`src/rtl/pfab_pkg.sv`:
```
// ----------------------------------------------------------------------------
// pfab_pkg
// Shared types, codes and helper functions of the pixel blend pipeline.
// ----------------------------------------------------------------------------
package pfab_pkg;

   // Pixel layouts, as seen by the unpacker
   localparam logic [1:0] FMT_RGB565   = 2'd0;
   localparam logic [1:0] FMT_RGB888   = 2'd1;
   localparam logic [1:0] FMT_ARGB8565 = 2'd2;
   localparam logic [1:0] FMT_ARGB8888 = 2'd3;

   // Destination layouts
   localparam logic [1:0] DEST_RGB565   = 2'd0;
   localparam logic [1:0] DEST_RGB888   = 2'd1;
   localparam logic [1:0] DEST_ARGB8888 = 2'd2;
   localparam logic [1:0] DEST_UNUSED   = 2'd3;

   // Blend modes
   localparam logic [2:0] BLEND_COVER       = 3'd0;
   localparam logic [2:0] BLEND_BYPASS      = 3'd1;
   localparam logic [2:0] BLEND_FILTER_BLACK = 3'd2;
   localparam logic [2:0] BLEND_SOURCE_OVER = 3'd3;

   // Register indexes
   localparam logic [1:0] CSR_SOURCE_FORMAT = 2'd0;
   localparam logic [1:0] CSR_DEST_FORMAT   = 2'd1;
   localparam logic [1:0] CSR_BLEND_SELECT  = 2'd2;
   localparam logic [1:0] CSR_OPACITY       = 2'd3;

   localparam logic [7:0] ALPHA_OPAQUE = 8'hff;

   typedef struct packed {
      logic [7:0] a;
      logic [7:0] r;
      logic [7:0] g;
      logic [7:0] b;
   } chan_type;

   typedef struct packed {
      logic [15:0] a;
      logic [15:0] r;
      logic [15:0] g;
      logic [15:0] b;
   } sum_type;

   typedef enum logic [1:0] {
      SEL_SOURCE,
      SEL_DEST,
      SEL_MIX,
      SEL_RAW
   } sel_type;

   typedef struct packed {
      logic s1;
      logic s2;
      logic s3;
      logic s4;
   } stage_en_type;

   typedef struct packed {
      chan_type    src;
      chan_type    dst;
      logic [7:0]  mix_alpha;
      logic [7:0]  alpha_src;
      sel_type     sel;
      logic [31:0] dest_raw;
   } front_out_type;

   // Split a packed word into 8-bit channels; narrow fields are left-shifted.
   function automatic chan_type unpack_pixel(input logic [31:0] w, input logic [1:0] fmt);
      chan_type c;
      unique case (fmt)
         FMT_RGB565: begin
            c.a = ALPHA_OPAQUE;
            c.r = {w[15:11], 3'b000};
            c.g = {w[10:5], 2'b00};
            c.b = {w[4:0], 3'b000};
         end
         FMT_RGB888: begin
            c.a = ALPHA_OPAQUE;
            c.r = w[23:16];
            c.g = w[15:8];
            c.b = w[7:0];
         end
         FMT_ARGB8565: begin
            c.a = w[23:16];
            c.r = {w[15:11], 3'b000};
            c.g = {w[10:5], 2'b00};
            c.b = {w[4:0], 3'b000};
         end
         default: begin
            c.a = w[31:24];
            c.r = w[23:16];
            c.g = w[15:8];
            c.b = w[7:0];
         end
      endcase
      return c;
   endfunction

   // Truncating x / 255, exact for x up to 255 * 255.
   function automatic logic [7:0] div255(input logic [15:0] x);
      logic [16:0] t;
      t = {1'b0, x} + {9'd0, x[15:8]} + 17'd1;
      return t[15:8];
   endfunction

   // (255 - a) * t + a * s, never above 255 * 255.
   function automatic logic [15:0] mix_sum(input logic [7:0] t, input logic [7:0] s,
                                           input logic [7:0] a);
      logic [7:0] inv;
      inv = 8'd255 - a;
      return ({8'd0, inv} * {8'd0, t}) + ({8'd0, a} * {8'd0, s});
   endfunction

endpackage

```
`src/rtl/pfab_req_if.sv`:
```
// ----------------------------------------------------------------------------
// pfab_req_if
// Request channel: one source word and one destination word per item.
// ----------------------------------------------------------------------------
interface pfab_req_if;
   logic        valid;
   logic        ready;
   logic [31:0] source_pixel;
   logic [31:0] dest_pixel;

   modport source (output valid, output source_pixel, output dest_pixel, input ready);
   modport sink   (input valid, input source_pixel, input dest_pixel, output ready);
endinterface

```
`src/rtl/pfab_rsp_if.sv`:
```
// ----------------------------------------------------------------------------
// pfab_rsp_if
// Response channel: one blended destination word per item.
// ----------------------------------------------------------------------------
interface pfab_rsp_if;
   logic        valid;
   logic        ready;
   logic [31:0] result_pixel;

   modport source (output valid, output result_pixel, input ready);
   modport sink   (input valid, input result_pixel, output ready);
endinterface

```
`src/rtl/pfab_front.sv`:
```
// ----------------------------------------------------------------------------
// pfab_front
// Stages 1 and 2: unpack both words, scale source alpha, pick blend alpha.
// ----------------------------------------------------------------------------
module pfab_front import pfab_pkg::*; (
   input  logic          clock,
   input  stage_en_type  en,
   input  logic [31:0]   source_pixel,
   input  logic [31:0]   dest_pixel,
   input  logic [1:0]    source_format,
   input  logic [1:0]    dest_format,
   input  logic [2:0]    blend_select,
   input  logic [7:0]    opacity,
   output front_out_type mid
);

   chan_type      s1_src_ff, s1_src_in;
   chan_type      s1_dst_ff, s1_dst_in;
   logic [15:0]   s1_prod_ff, s1_prod_in;
   logic          s1_black_ff, s1_black_in;
   logic [31:0]   s1_raw_ff;
   front_out_type s2_ff, s2_in;
   logic [1:0]    dst_fmt;
   logic [7:0]    ea;

   // Stage 1: unpack, alpha times opacity, black source check
   always_comb begin
      unique case (dest_format)
         DEST_RGB565: dst_fmt = FMT_RGB565;
         DEST_RGB888: dst_fmt = FMT_RGB888;
         default:     dst_fmt = FMT_ARGB8888;
      endcase
      s1_src_in   = unpack_pixel(source_pixel, source_format);
      s1_dst_in   = unpack_pixel(dest_pixel, dst_fmt);
      s1_prod_in  = {8'd0, s1_src_in.a} * {8'd0, opacity};
      s1_black_in = (s1_src_in.r == 8'd0) && (s1_src_in.g == 8'd0) && (s1_src_in.b == 8'd0);
   end

   always_ff @(posedge clock) begin
      if (en.s1) begin
         s1_src_ff   <= s1_src_in;
         s1_dst_ff   <= s1_dst_in;
         s1_prod_ff  <= s1_prod_in;
         s1_black_ff <= s1_black_in;
         s1_raw_ff   <= dest_pixel;
      end
   end

   // Stage 2: effective alpha and channel select
   always_comb begin
      ea              = div255(s1_prod_ff);
      s2_in.src       = s1_src_ff;
      s2_in.dst       = s1_dst_ff;
      s2_in.dest_raw  = s1_raw_ff;
      s2_in.mix_alpha = ea;
      s2_in.alpha_src = ea;
      s2_in.sel       = SEL_DEST;
      if (dest_format == DEST_UNUSED) begin
         s2_in.sel = SEL_RAW;
      end else begin
         unique case (blend_select)
            BLEND_COVER: s2_in.sel = SEL_SOURCE;
            BLEND_BYPASS: begin
               s2_in.sel       = SEL_MIX;
               s2_in.mix_alpha = opacity;
               s2_in.alpha_src = s1_src_ff.a;
            end
            BLEND_FILTER_BLACK: s2_in.sel = s1_black_ff ? SEL_DEST : SEL_MIX;
            BLEND_SOURCE_OVER:  s2_in.sel = SEL_MIX;
            default:            s2_in.sel = SEL_DEST;
         endcase
      end
   end

   always_ff @(posedge clock) begin
      if (en.s2) begin
         s2_ff <= s2_in;
      end
   end

   assign mid = s2_ff;

endmodule

```
`src/rtl/pfab_back.sv`:
```
// ----------------------------------------------------------------------------
// pfab_back
// Stages 3 and 4: weighted channel sums, divide by 255, select and pack.
// ----------------------------------------------------------------------------
module pfab_back import pfab_pkg::*; (
   input  logic          clock,
   input  stage_en_type  en,
   input  front_out_type mid,
   input  logic [1:0]    dest_format,
   output logic [31:0]   result_pixel
);

   sum_type     s3_sum_ff, s3_sum_in;
   chan_type    s3_src_ff;
   chan_type    s3_dst_ff;
   sel_type     s3_sel_ff;
   logic [31:0] s3_raw_ff;
   logic [31:0] s4_result_ff, s4_result_in;
   chan_type    mixed;
   chan_type    pick;

   // Stage 3: one multiply-add per channel
   always_comb begin
      s3_sum_in.a = mix_sum(mid.dst.a, mid.alpha_src, mid.mix_alpha);
      s3_sum_in.r = mix_sum(mid.dst.r, mid.src.r, mid.mix_alpha);
      s3_sum_in.g = mix_sum(mid.dst.g, mid.src.g, mid.mix_alpha);
      s3_sum_in.b = mix_sum(mid.dst.b, mid.src.b, mid.mix_alpha);
   end

   always_ff @(posedge clock) begin
      if (en.s3) begin
         s3_sum_ff <= s3_sum_in;
         s3_src_ff <= mid.src;
         s3_dst_ff <= mid.dst;
         s3_sel_ff <= mid.sel;
         s3_raw_ff <= mid.dest_raw;
      end
   end

   // Stage 4: divide, select, repack
   always_comb begin
      mixed.a = div255(s3_sum_ff.a);
      mixed.r = div255(s3_sum_ff.r);
      mixed.g = div255(s3_sum_ff.g);
      mixed.b = div255(s3_sum_ff.b);
      unique case (s3_sel_ff)
         SEL_SOURCE: pick = s3_src_ff;
         SEL_MIX:    pick = mixed;
         default:    pick = s3_dst_ff;
      endcase
      if (s3_sel_ff == SEL_RAW) begin
         s4_result_in = s3_raw_ff;
      end else begin
         unique case (dest_format)
            DEST_RGB565:
               s4_result_in = {16'd0, pick.r[7:3], pick.g[7:2], pick.b[7:3]};
            DEST_RGB888:
               s4_result_in = {8'd0, pick.r, pick.g, pick.b};
            DEST_ARGB8888:
               s4_result_in = {pick.a, pick.r, pick.g, pick.b};
            default:
               s4_result_in = s3_raw_ff;
         endcase
      end
   end

   always_ff @(posedge clock) begin
      if (en.s4) begin
         s4_result_ff <= s4_result_in;
      end
   end

   assign result_pixel = s4_result_ff;

endmodule

```
`src/rtl/pixel_format_alpha_blend_unit.sv`:
```
// ----------------------------------------------------------------------------
// pixel_format_alpha_blend_unit
// Pixel compositor: converts formats, blends one pixel a cycle unless stalled.
// ----------------------------------------------------------------------------
// Usage:
//  - req_stream carries one item per handshake: a source word and the current
//    destination word. rsp_stream returns the new destination word.
//  - csr_* writes source_format, dest_format, blend_select and opacity by
//    index. Write them only while no item is in flight.
//  - Each item passes four register stages on its way to rsp valid: unpack and
//    alpha multiply, alpha divide and mode select, channel multiply-add,
//    channel divide and repack.
//  - Throughput is one item per cycle while the receiver is ready; the four
//    register stages, each with its own valid bit, overlap successive items.
//  - When the receiver stalls, the output register holds its item and the
//    stall moves back stage by stage: empty stages still fill, so the block
//    keeps taking items until every stage holds one.
//  - Reset empties the pipeline and loads the register defaults (argb8888
//    source, rgb565 destination, source over, opacity 255).
// ----------------------------------------------------------------------------
module pixel_format_alpha_blend_unit import pfab_pkg::*; (
   input  logic        clock,
   input  logic        reset,
   pfab_req_if.sink    req_stream,
   pfab_rsp_if.source  rsp_stream,
   input  logic        csr_write_enable,
   input  logic [1:0]  csr_index,
   input  logic [7:0]  csr_write_data
);

   logic [1:0]    source_format_ff;
   logic [1:0]    dest_format_ff;
   logic [2:0]    blend_select_ff;
   logic [7:0]    opacity_ff;

   logic          v1_ff, v2_ff, v3_ff, v4_ff;
   logic          ready1, ready2, ready3, ready4;
   stage_en_type  en;
   front_out_type mid;
   logic [31:0]   result_pixel;

   // Configuration registers: take the low bits of the write data
   always_ff @(posedge clock) begin
      if (reset) begin
         source_format_ff <= FMT_ARGB8888;
         dest_format_ff   <= DEST_RGB565;
         blend_select_ff  <= BLEND_SOURCE_OVER;
         opacity_ff       <= ALPHA_OPAQUE;
      end else if (csr_write_enable) begin
         unique case (csr_index)
            CSR_SOURCE_FORMAT: source_format_ff <= csr_write_data[1:0];
            CSR_DEST_FORMAT:   dest_format_ff   <= csr_write_data[1:0];
            CSR_BLEND_SELECT:  blend_select_ff  <= csr_write_data[2:0];
            default:           opacity_ff       <= csr_write_data;
         endcase
      end
   end

   // A stage loads when it is empty or its successor moves on
   assign ready4 = !v4_ff || rsp_stream.ready;
   assign ready3 = !v3_ff || ready4;
   assign ready2 = !v2_ff || ready3;
   assign ready1 = !v1_ff || ready2;

   assign en.s1 = ready1;
   assign en.s2 = ready2;
   assign en.s3 = ready3;
   assign en.s4 = ready4;

   // Advance valid bits with the data
   always_ff @(posedge clock) begin
      if (reset) begin
         v1_ff <= 1'b0;
         v2_ff <= 1'b0;
         v3_ff <= 1'b0;
         v4_ff <= 1'b0;
      end else begin
         if (ready1) v1_ff <= req_stream.valid;
         if (ready2) v2_ff <= v1_ff;
         if (ready3) v3_ff <= v2_ff;
         if (ready4) v4_ff <= v3_ff;
      end
   end

   pfab_front u_front (
      .clock         (clock),
      .en            (en),
      .source_pixel  (req_stream.source_pixel),
      .dest_pixel    (req_stream.dest_pixel),
      .source_format (source_format_ff),
      .dest_format   (dest_format_ff),
      .blend_select  (blend_select_ff),
      .opacity       (opacity_ff),
      .mid           (mid)
   );

   pfab_back u_back (
      .clock        (clock),
      .en           (en),
      .mid          (mid),
      .dest_format  (dest_format_ff),
      .result_pixel (result_pixel)
   );

   assign req_stream.ready        = ready1;
   assign rsp_stream.valid        = v4_ff;
   assign rsp_stream.result_pixel = result_pixel;

   // An accepted item lands in stage 1
   a_accept_fills_s1: assert property (@(posedge clock) disable iff (reset)
      (req_stream.valid && req_stream.ready) |=> v1_ff)
      else $error("accepted item missing from stage 1");

   // A blocked stage keeps its item
   a_s1_holds: assert property (@(posedge clock) disable iff (reset)
      (v1_ff && !ready2) |=> v1_ff)
      else $error("stage 1 item lost under stall");

   a_s3_holds: assert property (@(posedge clock) disable iff (reset)
      (v3_ff && !ready4) |=> v3_ff)
      else $error("stage 3 item lost under stall");

   // With the output stage empty, nothing may block the request side
   a_empty_out_ready: assert property (@(posedge clock) disable iff (reset)
      !v4_ff |-> req_stream.ready)
      else $error("request side stalled with empty output stage");

endmodule

```
`src/flat_wrapper.sv`:
```
// flat-port wrapper written by rule: the top's interface ports become plain ports
module pixel_format_alpha_blend_unit_flat import pfab_pkg::*;
  (clock, reset, csr_write_enable, csr_index, csr_write_data, req_stream_valid, req_stream_source_pixel, req_stream_dest_pixel, req_stream_ready, rsp_stream_valid, rsp_stream_result_pixel, rsp_stream_ready);
  pfab_req_if req_stream_i ();
  pfab_rsp_if rsp_stream_i ();
  input  logic clock;
  input  logic reset;
  input  logic csr_write_enable;
  input  logic [1:0] csr_index;
  input  logic [7:0] csr_write_data;
  input wire logic [$bits(req_stream_i.valid)-1:0] req_stream_valid;
  input wire logic [$bits(req_stream_i.source_pixel)-1:0] req_stream_source_pixel;
  input wire logic [$bits(req_stream_i.dest_pixel)-1:0] req_stream_dest_pixel;
  output wire logic [$bits(req_stream_i.ready)-1:0] req_stream_ready;
  output wire logic [$bits(rsp_stream_i.valid)-1:0] rsp_stream_valid;
  output wire logic [$bits(rsp_stream_i.result_pixel)-1:0] rsp_stream_result_pixel;
  input wire logic [$bits(rsp_stream_i.ready)-1:0] rsp_stream_ready;
  assign req_stream_i.valid = req_stream_valid;
  assign req_stream_i.source_pixel = req_stream_source_pixel;
  assign req_stream_i.dest_pixel = req_stream_dest_pixel;
  assign req_stream_ready = req_stream_i.ready;
  assign rsp_stream_valid = rsp_stream_i.valid;
  assign rsp_stream_result_pixel = rsp_stream_i.result_pixel;
  assign rsp_stream_i.ready = rsp_stream_ready;
  pixel_format_alpha_blend_unit u_core (.clock(clock), .reset(reset), .req_stream(req_stream_i), .rsp_stream(rsp_stream_i), .csr_write_enable(csr_write_enable), .csr_index(csr_index), .csr_write_data(csr_write_data));
endmodule
```
`config.mk`:
```
export PLATFORM = sky130hd
export DESIGN_NAME = pixel_format_alpha_blend_unit_flat
export DESIGN_NICKNAME = d
export VERILOG_FILES = /design/src/rtl/pfab_pkg.sv /design/src/rtl/pfab_req_if.sv /design/src/rtl/pfab_rsp_if.sv /design/src/rtl/pfab_front.sv /design/src/rtl/pfab_back.sv /design/src/rtl/pixel_format_alpha_blend_unit.sv /design/src/flat_wrapper.sv
export SDC_FILE = /design/constraint.sdc
export NUM_CORES = 2
export LEC_CHECK = 0
export BUFFER_PORTS_ARGS = -buffer_cell sky130_fd_sc_hd__buf_2
export CORE_MARGIN = 1
export CORE_UTILIZATION = 60
export DETAILED_ROUTE_END_ITERATION = 8
export PLACE_DENSITY = 0.73
export SETUP_SLACK_MARGIN = 0.5
export SLEW_MARGIN = 20
export SYNTH_ARGS = -nofsm -noshare
export SYNTH_HDL_FRONTEND = slang
export SYNTH_SLANG_ARGS = --single-unit
```
`constraint.sdc`:
```
create_clock -name clock -period 6.8 [get_ports clock]
set_input_delay 1.36 -clock clock [delete_from_list [all_inputs] [get_ports clock]]
set_output_delay 1.36 -clock clock [all_outputs]
set_load 0.01 [all_outputs]
```
==> impl_metrics.yaml <==
route:
  routedWlPerCell_um: 21.0
  drtPass1Iterations: 6
  via_per_inst: 5.73
  remaining_drc_errors: 0
  num_vias: 24236
  drtIter0Drc: 1818
  drt-total-wl_um: 88600
  ant_nets: 0
global_route:
  antenna_found_initial: 3
  grt_pass1_vias: 25963
  gr-total-overflow: 0
  grtUsageTotal_pct: 29.8
  grt_max_degree: 163
  grt_pass1_wl_um: 143000
final_layout:
  drive_gt1_share_pct: 9.18
  nFillCells: 4572
  finalNetCount: 4223
  syn2layout_area_growth_pct: 9.01
  seqCellArea_sq_um: 13000
  layout.cells.non_filler: 4226
  multi_input_area_sq_um: 21200
die:
  core-area_sq_um: 60500
  start_util_pct: 60.8
  die_area_sq_um: 62300
  ios: 113
  die_width_um: 250
  rows: 90
  die_h_um: 250
critical_path:
  crit_chain: "buf_4 > buf_4 > nand2b_1 > fa_1 > fa_1 > inv_1 > fa_1 > fa_1 > fa_1 > inv_1 > fa_1 > inv_1 > ha_1 > or3_1 > o221ai_1 > o21ai_0 > o41ai_1 > xnor2_1"
  cp-end-kind: "register"
  critPathTopFamily: "adder cells"
  cp_common_cell: "fa_1"
  arrival_ns: 6.44
  cpPeakStageDelay_ns: 0.57
  worstSetupPathType: "reg2reg"
  critPathBufInv: 5
  cp-start-kind: "register"
  cpMaxStageDelayCell: "edfxtp_1"
  crit_fanout: 13
  crit_required_ns: 7.13
sta:
  slew_headroom_pct: 22.0
  setup_tns_ns: 0
  hold_viol_final: 0
  rsz0062_at_grt: "false"
  min_period_ns: 6.11
  finalClockSkew_ns: 0.0304
  tightest_slew_ns: 1.16
  slew_violations: 0
  fin_crit_sh_pct: 89.8
  setup_viol: 0
  max_freq_mhz: 164
clock_network:
  cts.sinks: 440
  cts_tree: "yes"
  htreeDepth: 2
  cts_buffer_depth: 3
  path_clk_slew_ns: 0.07
  clock_latency_ns: 0.60
  cts_root_buf: "clkbuf_16"
  cts_buffers: 46
  cts_hold_buf: 0
min_path:
  hold_path_class: "reg2reg"
logic_synthesis:
  synth_ff_type: "edfxtp_1"
  synth.avg_cell_area_sq_um: 11.2
  synth-edff-count: 421
  synth_cells: 3276
  ys_seq_area_share_pct: 35.4
  synth_warnings: 0
  synthDistinctLibCells: 75
  synth_area_sq_um: 36800
  async_flop_share_pct: 0
  ys_ff_latch: 440
place:
  dp_hpwl_um: 68000
  dp_cells: 4124
  numPortBuffers: 112
  gp_congestion: 0.922
run:
  max_cap_viol_count: 0
status:
  status: "completed"
-- synth_stat cells, drive strengths merged (14+ instances only) --
master | instances | area, sq um
and3 | 14 | 90.1
o21a | 19 | 143
edfxtp | 421 | 12600
mux2i | 20 | 200
o211ai | 18 | 135
a21o | 18 | 136
nor2b | 174 | 1090
xnor2 | 74 | 648
clkbuf | 85 | 319
dfxtp | 19 | 380
ha | 319 | 3990
nor2 | 77 | 289
a211oi | 18 | 135
and2 | 261 | 1630
xor2 | 15 | 131
nor3 | 32 | 160
fa | 420 | 8410
nand3 | 31 | 155
inv | 612 | 2300
nand2b | 119 | 744
mux2 | 37 | 417
nand2 | 174 | 653
a21oi | 68 | 344
o21ai | 61 | 309
-- final cells by class --
type | instances | share of cell area, %
Antenna cell | 1 | 0.00624
Inverter | 612 | 5.73
Clock inverter | 34 | 0.955
Clock buffer | 52 | 2.98
Sequential cell | 440 | 32.5
Multi-Input combinational cell | 2131 | 52.8
Timing Repair Buffer | 174 | 2.66
Tap cell | 782 | 2.44
-- final timing paths --
path	start	endpoint	slack, ns	cells after the start
worst max-delay path	u_core.u_front.mid[48]	u_core.u_back.s3_sum_ff[62]	0.69	18
worst max register to register	u_core.u_front.mid[48]	u_core.u_back.s3_sum_ff[62]	0.69	18
worst min register to register	u_core.u_front.mid[0]	u_core.u_back.s3_raw_ff[0]	0.41	0
worst min-delay path	u_core.u_front.mid[0]	u_core.u_back.s3_raw_ff[0]	0.41	0
-- worst register-to-register path, cell delays in order, from the launching register on --
cell	delay (ns)
edfxtp_1	0.57
buf_4	0.22
buf_4	0.18
nand2b_1	0.18
fa_1	0.49
fa_1	0.56
inv_1	0.06
fa_1	0.48
fa_1	0.52
fa_1	0.50
inv_1	0.05
fa_1	0.50
inv_1	0.05
ha_1	0.23
or3_1	0.32
o221ai_1	0.24
o21ai_0	0.21
o41ai_1	0.40
xnor2_1	0.12
-- metrics by stage --
stage | util [%] | worst slack, ns | hold slack, ns | cell area (sq um)
after floorplan | - | 0.811 | 0.400 | 36800
after global placement | 63.5 | 0.341 | 0.401 | 38400
after detailed placement | 63.5 | 0.181 | 0.405 | 38400
after CTS | 66.2 | 0.521 | 0.402 | 40000
after global routing | 66.3 | 0.502 | 0.415 | 40100
final | 66.3 | 0.690 | 0.406 | 40100
-- cell usage in the layout (no fill, tap or decap), types with 8 or more instances in the layout --
cell type	n
o21ai_0	58
ha_1	319
a222oi_1	8
mux2i_1	20
xnor2_1	74
nand3_1	31
nor2b_1	173
xor2_1	15
a22oi_1	12
a211oi_1	18
clkinv_2	10
or3_1	12
nor2_1	75
nor4_1	9
nand2_1	172
nor3_1	32
nand3b_1	11
a21oi_1	67
buf_2	112
clkbuf_16	46
o211ai_1	18
a21o_1	17
and3_1	12
fa_1	420
buf_4	58
dfxtp_1	19
o21a_1	19
nand4_1	9
nand2b_1	119
and2_1	260
edfxtp_1	421
mux2_2	37
inv_1	610
-- registers in the layout (all words and copies together), names as in the netlist, 2 cells and up --
signal	count
u_core.u_back.s3_sel_ff	2
u_core.u_back.s3_src_ff	32
u_core.u_front.s1_dst_ff	32
u_core.u_back.s3_sum_ff	64
u_core.blend_select_ff	3
u_core.u_front.s1_raw_ff	32
u_core.source_format_ff	2
u_core.dest_format_ff	2
u_core.u_back.result_pixel	32
u_core.u_front.s1_prod_ff	16
u_core.opacity_ff	8
u_core.u_back.s3_dst_ff	32
u_core.u_front.mid	114
u_core.u_front.s1_src_ff	32
u_core.u_back.s3_raw_ff	32
-- metal layers --
layer  wire [um]  share of wire [%]  track usage [%]
met1       35900                 41             39.1
met2       43100                 49             50.0
met3        5820                6.6             3.96
met4        3760                4.2             12.5
met5          17              0.019                0
-- repair_timing --
item,CTS,global route
gates resized for setup,0,4
buffers inserted,6,9
setup endpoints to repair,5,4
-- logic make-up (layout without fill, tap and decap cells) --
kind of cell	after synthesis	count (layout)	share of synthesized area, %
xor+xnor	89	89	2.12
other cells	1	5	0.0102
simple gates	942	942	14.3
fa+ha+maj	739	739	33.7
compound gates	300	300	5.58
mux	57	57	1.68
flops	440	440	35.4
buf+inv	708	872	7.27
Power is not shown: default switching activity piles up to over one toggle a cycle in this logic, so the estimate is an artifact.
